[config.mk]
export PLATFORM = sky130hd
export DESIGN_NAME = constant_state_kalman_filter
export DESIGN_NICKNAME = d
export VERILOG_FILES = /design/src/hw/rtl/csk_pkg.sv /design/src/hw/rtl/constant_state_kalman_filter.sv /design/src/hw/rtl/csk_ctrl.sv /design/src/hw/rtl/csk_dpath.sv
export SDC_FILE = /design/constraint.sdc
export NUM_CORES = 2
export LEC_CHECK = 0
export ABC_AREA = 1
export BUFFER_PORTS_ARGS = -buffer_cell sky130_fd_sc_hd__clkbuf_2
export CORE_ASPECT_RATIO = 0.75
export CORE_UTILIZATION = 50
export DETAILED_ROUTE_END_ITERATION = 12
export GPL_ROUTABILITY_DRIVEN = 0
export GPL_TIMING_DRIVEN = 0
export PLACE_DENSITY = 0.68
export SKIP_CTS_REPAIR_TIMING = 1
export SLEW_MARGIN = 20
export SYNTH_ARGS = -nofsm -noshare
export SYNTH_HDL_FRONTEND = slang
export SYNTH_SLANG_ARGS = --single-unit
export TNS_END_PERCENT = 10
[constraint.sdc]
create_clock -name clk -period 6.66 [get_ports clk]
set_input_delay 1.332 -clock clk [delete_from_list [all_inputs] [get_ports clk]]
set_output_delay 1.332 -clock clk [all_outputs]
set_load 0.03 [all_outputs]
[src/hw/rtl/csk_pkg.sv]
// Shared types and constants for the constant-state Kalman filter.
// Used by csk_ctrl, csk_dpath and the top level; depends on nothing.
package csk_pkg;

  // Field widths
  localparam int CHAN_W   = 2;
  localparam int DATA_W   = 32;
  localparam int CFG_IDX_W = 1;

  // Q16.16 one, reset variance
  localparam logic [DATA_W-1:0] Q_ONE = 32'h0001_0000;

  // Gain is at most 1.0 in Q16.16, so 17 bits
  localparam int GAIN_W   = 17;
  localparam int DIV_CNT_W = 5;
  localparam logic [DIV_CNT_W-1:0] DIV_LAST = 5'd16;

  // Register indexes
  localparam logic [CFG_IDX_W-1:0] REG_PROCESS_NOISE = 1'b0;
  localparam logic [CFG_IDX_W-1:0] REG_SENSOR_NOISE  = 1'b1;

  typedef enum logic [2:0] {
    ST_IDLE,
    ST_READ,
    ST_PRED,
    ST_DIV,
    ST_MUL,
    ST_POST
  } csk_state_t;

  typedef struct packed {
    logic cap;       // take the input word
    logic rd;        // read channel state
    logic pred;      // predict variance, set up divider
    logic div_step;  // one quotient bit
    logic mul;       // both products
    logic post;      // write back and load the result word
  } csk_cmd_t;

  typedef struct packed {
    logic div_last;
  } csk_sts_t;

endpackage

[src/hw/rtl/constant_state_kalman_filter.sv]
// Constant-state Kalman filter over independent scalar channels, Q16.16.
// Instantiates csk_ctrl and csk_dpath; uses csk_pkg.
//
// Each input word carries a channel and a signed Q16.16 sample; the block runs
// one predict/update step on that channel's estimate and variance and returns
// one output word with the channel, the new estimate and the new variance.
// One word is in flight at a time. After acceptance the block reads the channel
// state, predicts the variance, runs the bit-serial gain divider, computes both
// products, and writes back while posting the result. The next word can be
// accepted in the cycle after the post, not before. A new word is accepted
// while the previous result still waits in the output register; its write-back
// then stalls until that result is taken. Channels at or above CHANNELS
// report estimate 0 and variance 0 and change nothing. The user must write the
// configuration registers (index 0 process noise, index 1 sensor noise) only
// while idle; the block itself does not enforce this.
module constant_state_kalman_filter
  import csk_pkg::*;
#(
  parameter int CHANNELS = 4
) (
  input  logic                 clk,
  input  logic                 rst_n,
  // input word
  input  logic                 in_tvalid,
  output logic                 in_tready,
  input  logic [39:0]          in_tdata,   // [1:0] channel, [33:2] sample, zero pad
  // output word
  output logic                 out_tvalid,
  input  logic                 out_tready,
  output logic [71:0]          out_tdata,  // [1:0] channel_out, [33:2] estimate,
                                           // [65:34] variance, zero pad
  // configuration
  input  logic                 cfg_we,
  input  logic [CFG_IDX_W-1:0] cfg_idx,
  input  logic [DATA_W-1:0]    cfg_wdata
);

  csk_cmd_t                 cmd;
  csk_sts_t                 sts;
  logic [CHAN_W-1:0]        res_channel;
  logic signed [DATA_W-1:0] res_estimate;
  logic [DATA_W-1:0]        res_variance;

  csk_ctrl u_ctrl (
    .clk        (clk),
    .rst_n      (rst_n),
    .in_tvalid  (in_tvalid),
    .in_tready  (in_tready),
    .out_tvalid (out_tvalid),
    .out_tready (out_tready),
    .cmd        (cmd),
    .sts        (sts)
  );

  csk_dpath #(
    .CHANNELS (CHANNELS)
  ) u_dpath (
    .clk          (clk),
    .rst_n        (rst_n),
    .cmd          (cmd),
    .sts          (sts),
    .cfg_we       (cfg_we),
    .cfg_idx      (cfg_idx),
    .cfg_wdata    (cfg_wdata),
    .in_channel   (in_tdata[1:0]),
    .in_sample    (in_tdata[33:2]),
    .out_channel  (res_channel),
    .out_estimate (res_estimate),
    .out_variance (res_variance)
  );

  // Pack the result word
  assign out_tdata = {6'b0, res_variance, res_estimate, res_channel};

endmodule

[src/hw/rtl/csk_ctrl.sv]
// Sequencer for the Kalman filter step: handshakes and datapath commands.
// Depends on csk_pkg.
module csk_ctrl
  import csk_pkg::*;
(
  input  logic     clk,
  input  logic     rst_n,
  input  logic     in_tvalid,
  output logic     in_tready,
  output logic     out_tvalid,
  input  logic     out_tready,
  output csk_cmd_t cmd,
  input  csk_sts_t sts
);

  csk_state_t state_r, state_nxt;
  logic       out_valid_r, out_valid_nxt;

  // State and result-valid registers
  always_ff @(posedge clk) begin
    if (!rst_n) begin
      state_r     <= ST_IDLE;
      out_valid_r <= 1'b0;
    end else begin
      state_r     <= state_nxt;
      out_valid_r <= out_valid_nxt;
    end
  end

  // Next state and commands
  always_comb begin
    state_nxt = state_r;
    cmd       = '0;
    in_tready = 1'b0;
    unique case (state_r)
      ST_IDLE: begin
        in_tready = 1'b1;
        if (in_tvalid) begin
          cmd.cap   = 1'b1;
          state_nxt = ST_READ;
        end
      end
      ST_READ: begin
        cmd.rd    = 1'b1;
        state_nxt = ST_PRED;
      end
      ST_PRED: begin
        cmd.pred  = 1'b1;
        state_nxt = ST_DIV;
      end
      ST_DIV: begin
        cmd.div_step = 1'b1;
        if (sts.div_last) begin
          state_nxt = ST_MUL;
        end
      end
      ST_MUL: begin
        cmd.mul   = 1'b1;
        state_nxt = ST_POST;
      end
      ST_POST: begin
        // hold until the output register is free
        if (!out_valid_r || out_tready) begin
          cmd.post  = 1'b1;
          state_nxt = ST_IDLE;
        end
      end
      default: begin
        state_nxt = ST_IDLE;
      end
    endcase
  end

  // Set on a new result, drop when taken
  always_comb begin
    priority if (cmd.post) begin
      out_valid_nxt = 1'b1;
    end else if (out_tready) begin
      out_valid_nxt = 1'b0;
    end else begin
      out_valid_nxt = out_valid_r;
    end
  end

  assign out_tvalid = out_valid_r;

endmodule

[src/hw/rtl/csk_dpath.sv]
// Datapath of the Kalman filter: config registers, channel state memory,
// radix-2 gain divider, two multipliers and rounding/saturation. Uses csk_pkg.
module csk_dpath
  import csk_pkg::*;
#(
  parameter int CHANNELS = 4
) (
  input  logic                     clk,
  input  logic                     rst_n,
  input  csk_cmd_t                 cmd,
  output csk_sts_t                 sts,
  input  logic                     cfg_we,
  input  logic [CFG_IDX_W-1:0]     cfg_idx,
  input  logic [DATA_W-1:0]        cfg_wdata,
  input  logic [CHAN_W-1:0]        in_channel,
  input  logic signed [DATA_W-1:0] in_sample,
  output logic [CHAN_W-1:0]        out_channel,
  output logic signed [DATA_W-1:0] out_estimate,
  output logic [DATA_W-1:0]        out_variance
);

  localparam int ADDR_W = (CHANNELS > 1) ? $clog2(CHANNELS) : 1;

  // Configuration
  logic [DATA_W-1:0] process_noise_r, sensor_noise_r;

  always_ff @(posedge clk) begin
    if (!rst_n) begin
      process_noise_r <= Q_ONE;
      sensor_noise_r  <= Q_ONE;
    end else if (cfg_we) begin
      if (cfg_idx == REG_PROCESS_NOISE) begin
        process_noise_r <= cfg_wdata;
      end else if (cfg_idx == REG_SENSOR_NOISE) begin
        sensor_noise_r <= cfg_wdata;
      end
    end
  end

  // Captured input word
  logic [CHAN_W-1:0]        chan_r;
  logic signed [DATA_W-1:0] sample_r;
  logic [ADDR_W-1:0]        addr;
  logic                     chan_ok;

  always_ff @(posedge clk) begin
    if (cmd.cap) begin
      chan_r   <= in_channel;
      sample_r <= in_sample;
    end
  end

  assign addr    = ADDR_W'(chan_r);
  assign chan_ok = (32'(chan_r) < 32'(CHANNELS));

  // Channel state memory; entries not yet written read as reset values
  logic signed [DATA_W-1:0] est_mem [CHANNELS];
  logic [DATA_W-1:0]        var_mem [CHANNELS];
  logic [CHANNELS-1:0]      vld_r;
  logic signed [DATA_W-1:0] rd_est_r;
  logic [DATA_W-1:0]        rd_var_r;
  logic                     rd_vld_r;
  logic signed [DATA_W-1:0] est_new;
  logic [DATA_W-1:0]        var_new;

  always_ff @(posedge clk) begin
    if (cmd.rd) begin
      rd_est_r <= est_mem[addr];
      rd_var_r <= var_mem[addr];
      rd_vld_r <= vld_r[addr];
    end
    if (cmd.post && chan_ok) begin
      est_mem[addr] <= est_new;
      var_mem[addr] <= var_new;
    end
  end

  always_ff @(posedge clk) begin
    if (!rst_n) begin
      vld_r <= '0;
    end else if (cmd.post && chan_ok) begin
      vld_r[addr] <= 1'b1;
    end
  end

  // Predict: P + process_noise saturating, divisor at 33 bits
  logic [DATA_W-1:0]        cur_var;
  logic [DATA_W:0]          p_sum;
  logic [DATA_W-1:0]        p_pred;
  logic [DATA_W:0]          denom;
  logic [DATA_W-1:0]        p_r;
  logic signed [DATA_W-1:0] est_r;
  logic [DATA_W:0]          denom_r;
  logic                     zero_r;

  assign cur_var = rd_vld_r ? rd_var_r : Q_ONE;
  assign p_sum   = {1'b0, cur_var} + {1'b0, process_noise_r};
  assign p_pred  = p_sum[DATA_W] ? '1 : p_sum[DATA_W-1:0];
  assign denom   = {1'b0, p_pred} + {1'b0, sensor_noise_r};

  always_ff @(posedge clk) begin
    if (cmd.pred) begin
      p_r     <= p_pred;
      est_r   <= rd_vld_r ? rd_est_r : '0;
      denom_r <= denom;
      zero_r  <= (denom == '0);
    end
  end

  // Gain divider: quotient of (P << 16) / denom, one bit a cycle.
  // P/2 is below the divisor, so only the low 17 quotient bits are live.
  logic [DATA_W:0]          rem_r;
  logic [GAIN_W-1:0]        dsh_r;
  logic [GAIN_W-1:0]        q_r;
  logic [DIV_CNT_W-1:0]     cnt_r;
  logic [DATA_W+1:0]        trial;
  logic                     fits;

  assign trial = {rem_r, dsh_r[GAIN_W-1]};
  assign fits  = (trial >= {1'b0, denom_r});

  always_ff @(posedge clk) begin
    if (cmd.pred) begin
      rem_r <= {2'b00, p_pred[DATA_W-1:1]};
      dsh_r <= {p_pred[0], {(GAIN_W-1){1'b0}}};
      q_r   <= '0;
      cnt_r <= '0;
    end else if (cmd.div_step) begin
      // remainder stays below the 33-bit divisor
      rem_r <= fits ? (DATA_W+1)'(trial - {1'b0, denom_r})
                    : trial[DATA_W:0];
      dsh_r <= {dsh_r[GAIN_W-2:0], 1'b0};
      q_r   <= {q_r[GAIN_W-2:0], fits};
      cnt_r <= cnt_r + 1'b1;
    end
  end

  assign sts.div_last = (cnt_r == DIV_LAST);

  // Products: gain * innovation, P * (1 - gain)
  logic [GAIN_W-1:0]          gain;
  logic [GAIN_W-1:0]          one_minus;
  logic signed [DATA_W:0]     diff;
  logic signed [DATA_W+GAIN_W+1:0] prod_e_r;
  logic [DATA_W+GAIN_W-1:0]   prod_v_r;

  assign gain      = zero_r ? '0 : q_r;
  assign one_minus = GAIN_W'(Q_ONE) - gain;
  assign diff      = (DATA_W+1)'(sample_r) - (DATA_W+1)'(est_r);

  always_ff @(posedge clk) begin
    if (cmd.mul) begin
      prod_e_r <= $signed({1'b0, gain}) * diff;
      prod_v_r <= p_r * one_minus;
    end
  end

  // Round half up, add, saturate
  localparam int PE_W = DATA_W + GAIN_W + 2;
  localparam int PV_W = DATA_W + GAIN_W + 1;
  logic signed [PE_W-1:0] corr;
  logic signed [PE_W-1:0] est_sum;
  logic [PV_W-1:0]        var_rnd;
  logic signed [PE_W-1:0] est_max, est_min;

  assign est_max = PE_W'(33'sh0_7FFF_FFFF);
  assign est_min = -PE_W'(33'sh0_8000_0000);
  assign corr    = (prod_e_r + PE_W'(32768)) >>> 16;
  assign est_sum = PE_W'(est_r) + corr;
  assign var_rnd = (PV_W'(prod_v_r) + PV_W'(32768)) >> 16;

  always_comb begin
    priority if (est_sum > est_max) begin
      est_new = 32'sh7FFF_FFFF;
    end else if (est_sum < est_min) begin
      est_new = 32'sh8000_0000;
    end else begin
      est_new = est_sum[DATA_W-1:0];
    end
  end

  // Never above P, so the low 32 bits hold it
  assign var_new = var_rnd[DATA_W-1:0];

  // Result word register
  always_ff @(posedge clk) begin
    if (cmd.post) begin
      out_channel  <= chan_r;
      out_estimate <= chan_ok ? est_new : '0;
      out_variance <= chan_ok ? var_new : '0;
    end
  end

endmodule

# Yosys cells after proc, flatten, opt, wreduce, memory -nomap -nowiden
# Memories as Yosys holds them, arrays and structs flattened. A register that Yosys moved wholly into a read port is not among the register bits.
# Index checks and enable logic that the tools add are counted.
dict set report totals {
  regBits 426
  mem_count 2
  mem_bits_rw 256
  inputBits 78
}
# name words width read_ports rd_ports_with_merged_regs wr line_no
set memory_table {}
lappend memory_table {u_dpath.est_mem 4 32 1 1 1 csk_dpath.sv:57} ;# logic signed [DATA_W-1:0] est_mem [CHANNELS];
lappend memory_table {u_dpath.var_mem 4 32 1 1 1 csk_dpath.sv:58} ;# logic [DATA_W-1:0] var_mem [CHANNELS];
dict set report op_classes {
  n_lt_le_gt_ge 5
  mux 31
  add_sub_neg 9
  eq_ne 9
  n_bitwise 2
  n_reduce_logical 10
  mul 2
}
# cell n
set ops {}
lappend ops {{two-way mux 32 bit} 4}
lappend ops {{adder 32 x 32 -> 33 bit} 2}
lappend ops {{two-way mux 31 bit} 2}
lappend ops {{adder 51 x 17 -> 51 bit, second input constant} 1}
lappend ops {{> comparator 51 x 32 -> 1 bit, second input constant} 1}
lappend ops {{less-than comparator 51 x 32 -> 1 bit, second input constant} 1}
lappend ops {{multiplier 18 x 33 -> 51 bit} 1}
lappend ops {{two-way mux 17 bit} 3}
lappend ops {{adder 48 x 16 -> 48 bit, second input constant} 1}
lappend ops {{multiplier 32 x 17 -> 48 bit} 1}
lappend ops {{adder 32 x 35 -> 36 bit} 1}
lappend ops {{>= comparator 34 x 33 -> 1 bit} 1}
lappend ops {{zero test 33 bit} 1}
lappend ops {{two-way mux 33 bit} 1}
lappend ops {{subtractor 32 x 32 -> 33 bit} 1}
lappend ops {{subtractor 33 bit} 1}
lappend ops {{one-hot mux 3 bit (6 select lines)} 1}
lappend ops {{subtractor 17 bit, first input constant} 1}
lappend ops {{two-way mux 1 bit} 15}
lappend ops {{two-way mux 3 bit} 3}
lappend ops {{equality test 3 x 2 -> 1 bit, second input constant} 2}
lappend ops {{equality test 3 bit, second input constant} 2}
lappend ops {{adder 5 x 1 -> 5 bit, second input constant} 1}
lappend ops {{equality test 5 bit, second input constant} 1}
lappend ops {{16 further kinds} 19}

# Longest topological paths before layout
dict set report logic_depth {
  depth_word 6
  ltp_mapped 39
  depth_no_buf 38
}

# By module
# From an unflattened synthesis, not the netlist that was laid out.
dict set report unflattened {
  cells_unflattened 8805
  area_unflattened_um2 74661.6
}
# module n_inst area_each_um2 cells_per_inst seq_area_each_um2
set by_module_without_submodules {}
lappend by_module_without_submodules {csk_dpath 1 74337.5 8754 20459.6}
lappend by_module_without_submodules {csk_ctrl 1 275.3 44 80.1}
lappend by_module_without_submodules {constant_state_kalman_filter 1 48.8 7 0.0}

# Worst setup path before layout
# Ideal clock, no wire load.
dict set report synth_path {
  path_kind {reg2reg}
  from {register u_dpath.est_r[0]}
  to {register u_dpath.prod_e_r[48] (data pin)}
  path_slack_ns -0.696
  setup_ns 0.253
  arrival_time_ns 7.103
  stages_incl_launch_ff 33
  required_time_ns 6.407
  path_cell_list {edfxtp_1 -> ha_1 -> fa_1 -> nand3b_1 -> nand2_1 -> a21oi_1 -> o21bai_1 -> a21oi_1 -> o21ai_0 -> or2_2 -> buf_2 -> nand2_2 -> nor2_1 -> inv_1 -> fa_1 -> inv_1 -> fa_1 -> inv_1 -> fa_1 -> inv_1 -> fa_1 -> inv_1 -> fa_1 -> inv_1 -> ha_1 -> a21oi_1 -> inv_1 -> nor2_1 -> o21ai_0 -> a221oi_1 -> nand3_1 -> nand2_1 -> nand2_1}
}
dict set report synth_via {
  elab_chain_len 2
}
# element line_no
set synth_lines {}
lappend synth_lines {{from (decl)} csk_dpath.sv:92} ;# logic signed [DATA_W-1:0] est_r;
lappend synth_lines {{from (signal assigned)} csk_dpath.sv:104} ;# est_r <= rd_vld_r ? rd_est_r : '0;
lappend synth_lines {{subtractor 32 x 32 -> 33 bit} csk_dpath.sv:149} ;# assign diff = (DATA_W+1)'(sample_r) - (DATA_W+1)'(est_r);
lappend synth_lines {{multiplier 18 x 33 -> 51 bit} csk_dpath.sv:153} ;# prod_e_r <= $signed({1'b0, gain}) * diff;
lappend synth_lines {{to (signal assigned)} csk_dpath.sv:153}
lappend synth_lines {{to (decl)} csk_dpath.sv:144} ;# logic signed [DATA_W+GAIN_W+1:0] prod_e_r;
# No other way between the ends.
# A chain may end at the register's enable or synchronous reset.

# Final worst setup path
dict set report layout_path {
  from {register u_dpath.zero_r}
  to {register u_dpath.prod_v_r[45] (data pin)}
}
dict set report layout_via {
  elab_chain_len 3
}
# element line_no
set layout_lines {}
lappend layout_lines {{from (decl)} csk_dpath.sv:94} ;# logic zero_r;
lappend layout_lines {{from (signal assigned)} csk_dpath.sv:106} ;# zero_r <= (denom == '0);
lappend layout_lines {{two-way mux 17 bit} csk_dpath.sv:147} ;# assign gain = zero_r ? '0 : q_r;
lappend layout_lines {{subtractor 17 bit} csk_dpath.sv:148} ;# assign one_minus = GAIN_W'(Q_ONE) - gain;
lappend layout_lines {{multiplier 32 x 17 -> 48 bit} csk_dpath.sv:154} ;# prod_v_r <= p_r * one_minus;
lappend layout_lines {{to (signal assigned)} csk_dpath.sv:154}
lappend layout_lines {{to (decl)} csk_dpath.sv:145} ;# logic [DATA_W+GAIN_W-1:0] prod_v_r;
# No other way between the ends.

==> results.md <==
- Core Region: 146,000 um^2
- Total GRT Usage: 0.304
- Clock latency on the worst-skew pair: between 600 and 700 ps
- Area Overhead vs Synth: 13.2%
- Initial Util: 0.507
- H-Tree Depth: 3
- Die height: roughly 340 um
- Post-DP HPWL: 188,000 um
- CP startpoint: u_dpath.zero_r$_DFFE_PP_
- Number of buffers added on ports: 138
- Crit path max-delay family: adder cells
- Post-Syn Instances: roughly 8,700
- CP max stage delay: between 500 and 600 ps
- Proportion of layout cells with a drive suffix above 1: 0.112
- Worst Setup Start Kind: register
- Row count: between 100 and 150
- Warnings, synthesis: 0
- Synth Flop Type: edfxtp_1
- Hold path startpoint: u_dpath.process_noise_r[16]$_SDFFE_PN1P_
- Worst path arrival time: about 8500 ps
- Setup ws final: -1430 ps
- Fin nets: roughly 10,000
- Max Cap Violations: 0
- Fin crit share: 1.21
- Critical Path Sink Type: register
- Slew margin rel.: 0.223
- Die ar.: around 150,000 um^2
- Wirelength per Cell: approximately 21 um
- Synthesized flop and latch total: roughly 700
- Setup tns final: -67,410 ps
- Slowest CP cell: fa_2
- Slew Limit Fails: 0
- Met1 GRT Util: 0.441
- Fillers: 12,904
- Netlist Area Pre-Place: approximately 74,000 um^2
- Initial antenna violation count: 5
- Final hold violations: 0
- CTS Buffer Depth: 3
- Die W: 446 um
- Largest net degree at the start of global routing: 47
- Most Crowded Layer GR: met2
- GRT met2 Usage: 0.446
- Mean Syn Cell Area: between 8 and 9 um^2
- Crit path max fanout: 10
- Failing checks: setup timing
- Via/cell ratio: ~5.6
- Final setup viols: between 60 and 70
- Worst slew pin tran: roughly 1200 ps
- WS Path Type: reg2reg
- Worst EP required: around 7000 ps
- Total CTS buffers: 70
- CTS tree: built
- Final antenna-violating net count: 0
- Setup Skew: around 53 ps
- Class of the worst hold path: reg2reg
- DRT Pass-1 Iters: 9
- Clock root cell: clkbuf_16
- First-pass GRT wire length: approximately 350,000 um
- R2r startpoint: u_dpath.zero_r$_DFFE_PP_
- Grt ovf: 0
- Status: finished, violations left
- Sequential element share of the synthesized area: 0.277
- Achievable Freq: between 0.1 and 0.15 GHz
- Top Ports: about 150
- Met3 Use GR: 0.0759
- Yosys cell types: 57
- EDFF count, synth: 620
- CP dominant cell by count: fa_1
- Via count: 61,491
- Post-route minimum period: 8090 ps
- Unrepaired setup endpoints after global routing: true
- Vias in the first global route: around 59,000
- Clock Sinks: roughly 700
- Post-synth ARST share: 0
- WP buf/inv: 11
- Final wirelength: roughly 230,000 um
- DRC viols: 0
- Clock transition at path regs: around 70 ps
- Initial drt markers: about 7,400
-- worst paths after layout --
check                                                  end  slack, ps  cells past startpoint
setup / recovery            u_dpath.prod_v_r[45]$_DFFE_PP_      -1430                     36
setup reg to reg            u_dpath.prod_v_r[45]$_DFFE_PP_      -1430                     36
hold reg to reg   u_dpath.process_noise_r[16]$_SDFFE_PN1P_        470                      2
hold / removal    u_dpath.process_noise_r[16]$_SDFFE_PN1P_        470                      2
-- placed cells by master, fill, tap and decap left out, types with 55 or more instances in the layout --
cell type	instances
a21oi_1	258
a21oi_2	59
a22oi_1	95
buf_4	100
clkbuf_1	146
clkbuf_16	73
clkbuf_2	169
dfxtp_1	96
edfxtp_1	620
fa_1	965
ha_1	342
inv_1	1889
nand2_1	1732
nand3_1	264
nand4_1	60
nor2_1	872
nor3_1	55
o21ai_0	230
or2_2	115
xnor2_1	78
xor2_1	106
-- cell type report --
cell class / instances / area, um^2 / area share
multi-input cells: 5795 / 47700 / 0.569
flip-flops and latches: 716 / 20500 / 0.245
inverters: 1944 / 7350 / 0.0876
well taps: 1968 / 2460 / 0.0294
repair buffers: 255 / 1980 / 0.0236
clock buffers: 84 / 1840 / 0.0219
plain buffers: 250 / 1300 / 0.0155
clock inverters: 45 / 669 / 0.00799
repair inverters: 1 / 6.26 / 0.0000746
diodes: 1 / 2.50 / 0.0000299
-- synthesized netlist by cell type, types with 12 or more instances --
cell	n	area [um^2]
inv_2	12	45.0
a21o_1	15	113
o22ai_1	15	93.8
nand3_1	270	1350
buf_1	15	56.3
dfxtp_1	96	1920
nand3b_1	12	90.1
nor2_1	928	3480
edfxtp_1	620	18600
o21a_1	30	225
nand4_1	60	375
or2_2	118	738
a31oi_1	37	231
xor2_1	117	1020
a21oi_1	337	1690
buf_2	31	155
inv_1	1922	7210
nand2_1	1788	6710
a22oi_1	95	713
fa_1	985	19700
a21boi_0	18	135
o21ai_0	267	1340
nor4_1	19	119
nor3_1	72	360
clkbuf_1	194	728
ha_1	403	5040
o21bai_1	30	225
o211ai_1	15	113
xnor2_1	90	788
-- worst reg2reg max path: cells and delay by family, from the launching register on --
family | cells | cell delay [ps]
compound gates | 4 | 830
simple gates | 12 | 1660
fa+ha+maj | 8 | 3350
xor+xnor | 1 | 360
flops | 1 | 350
buf+inv | 11 | 1330
-- kinds of logic after synthesis --
family,share of synthesized area
flip-flops,0.277
adder cells (fa/ha/maj),0.334
other,0.0000506
XOR/XNOR,0.0245
AND/OR/NAND/NOR,0.182
buffers and inverters,0.112
AO/OA/AOI/OAI,0.0697
-- registers in the layout, indices dropped and copies added, names as in the netlist, 33 cells and up --
register	count
u_dpath.var_mem	128
u_dpath.prod_e_r	36
u_dpath.rem_r	33
u_dpath.denom_r	33
u_dpath.prod_v_r	33
u_dpath.est_mem	128
-- per-layer routing --
layer,up-vias,share of wire,wire length [um]
met5,-,0.00053,123
met4,8,0.033,7670
met3,428,0.12,28000
met2,3448,0.43,99400
met1,30112,0.42,96100
li1,27495,-,-
-- stage by stage --
stage / hold WS, ps / util / setup WS (ps) / cells / area, um^2
2_1_floorplan: 435 / - / -219 / 8706 / 74600
5_1_grt: 490 / 0.574 / -1570 / 11059 / 83800
6_report: 474 / 0.574 / -1430 / 11059 / 83800
3_3_place_gp: 447 / 0.532 / -3530 / 10812 / 77800
3_5_place_dp: 460 / 0.536 / -2280 / 10837 / 78300
4_1_cts: 475 / 0.553 / -2290 / 10966 / 80800
Power is not shown: default switching activity piles up to over one toggle a cycle in this logic, so the estimate is an artifact.
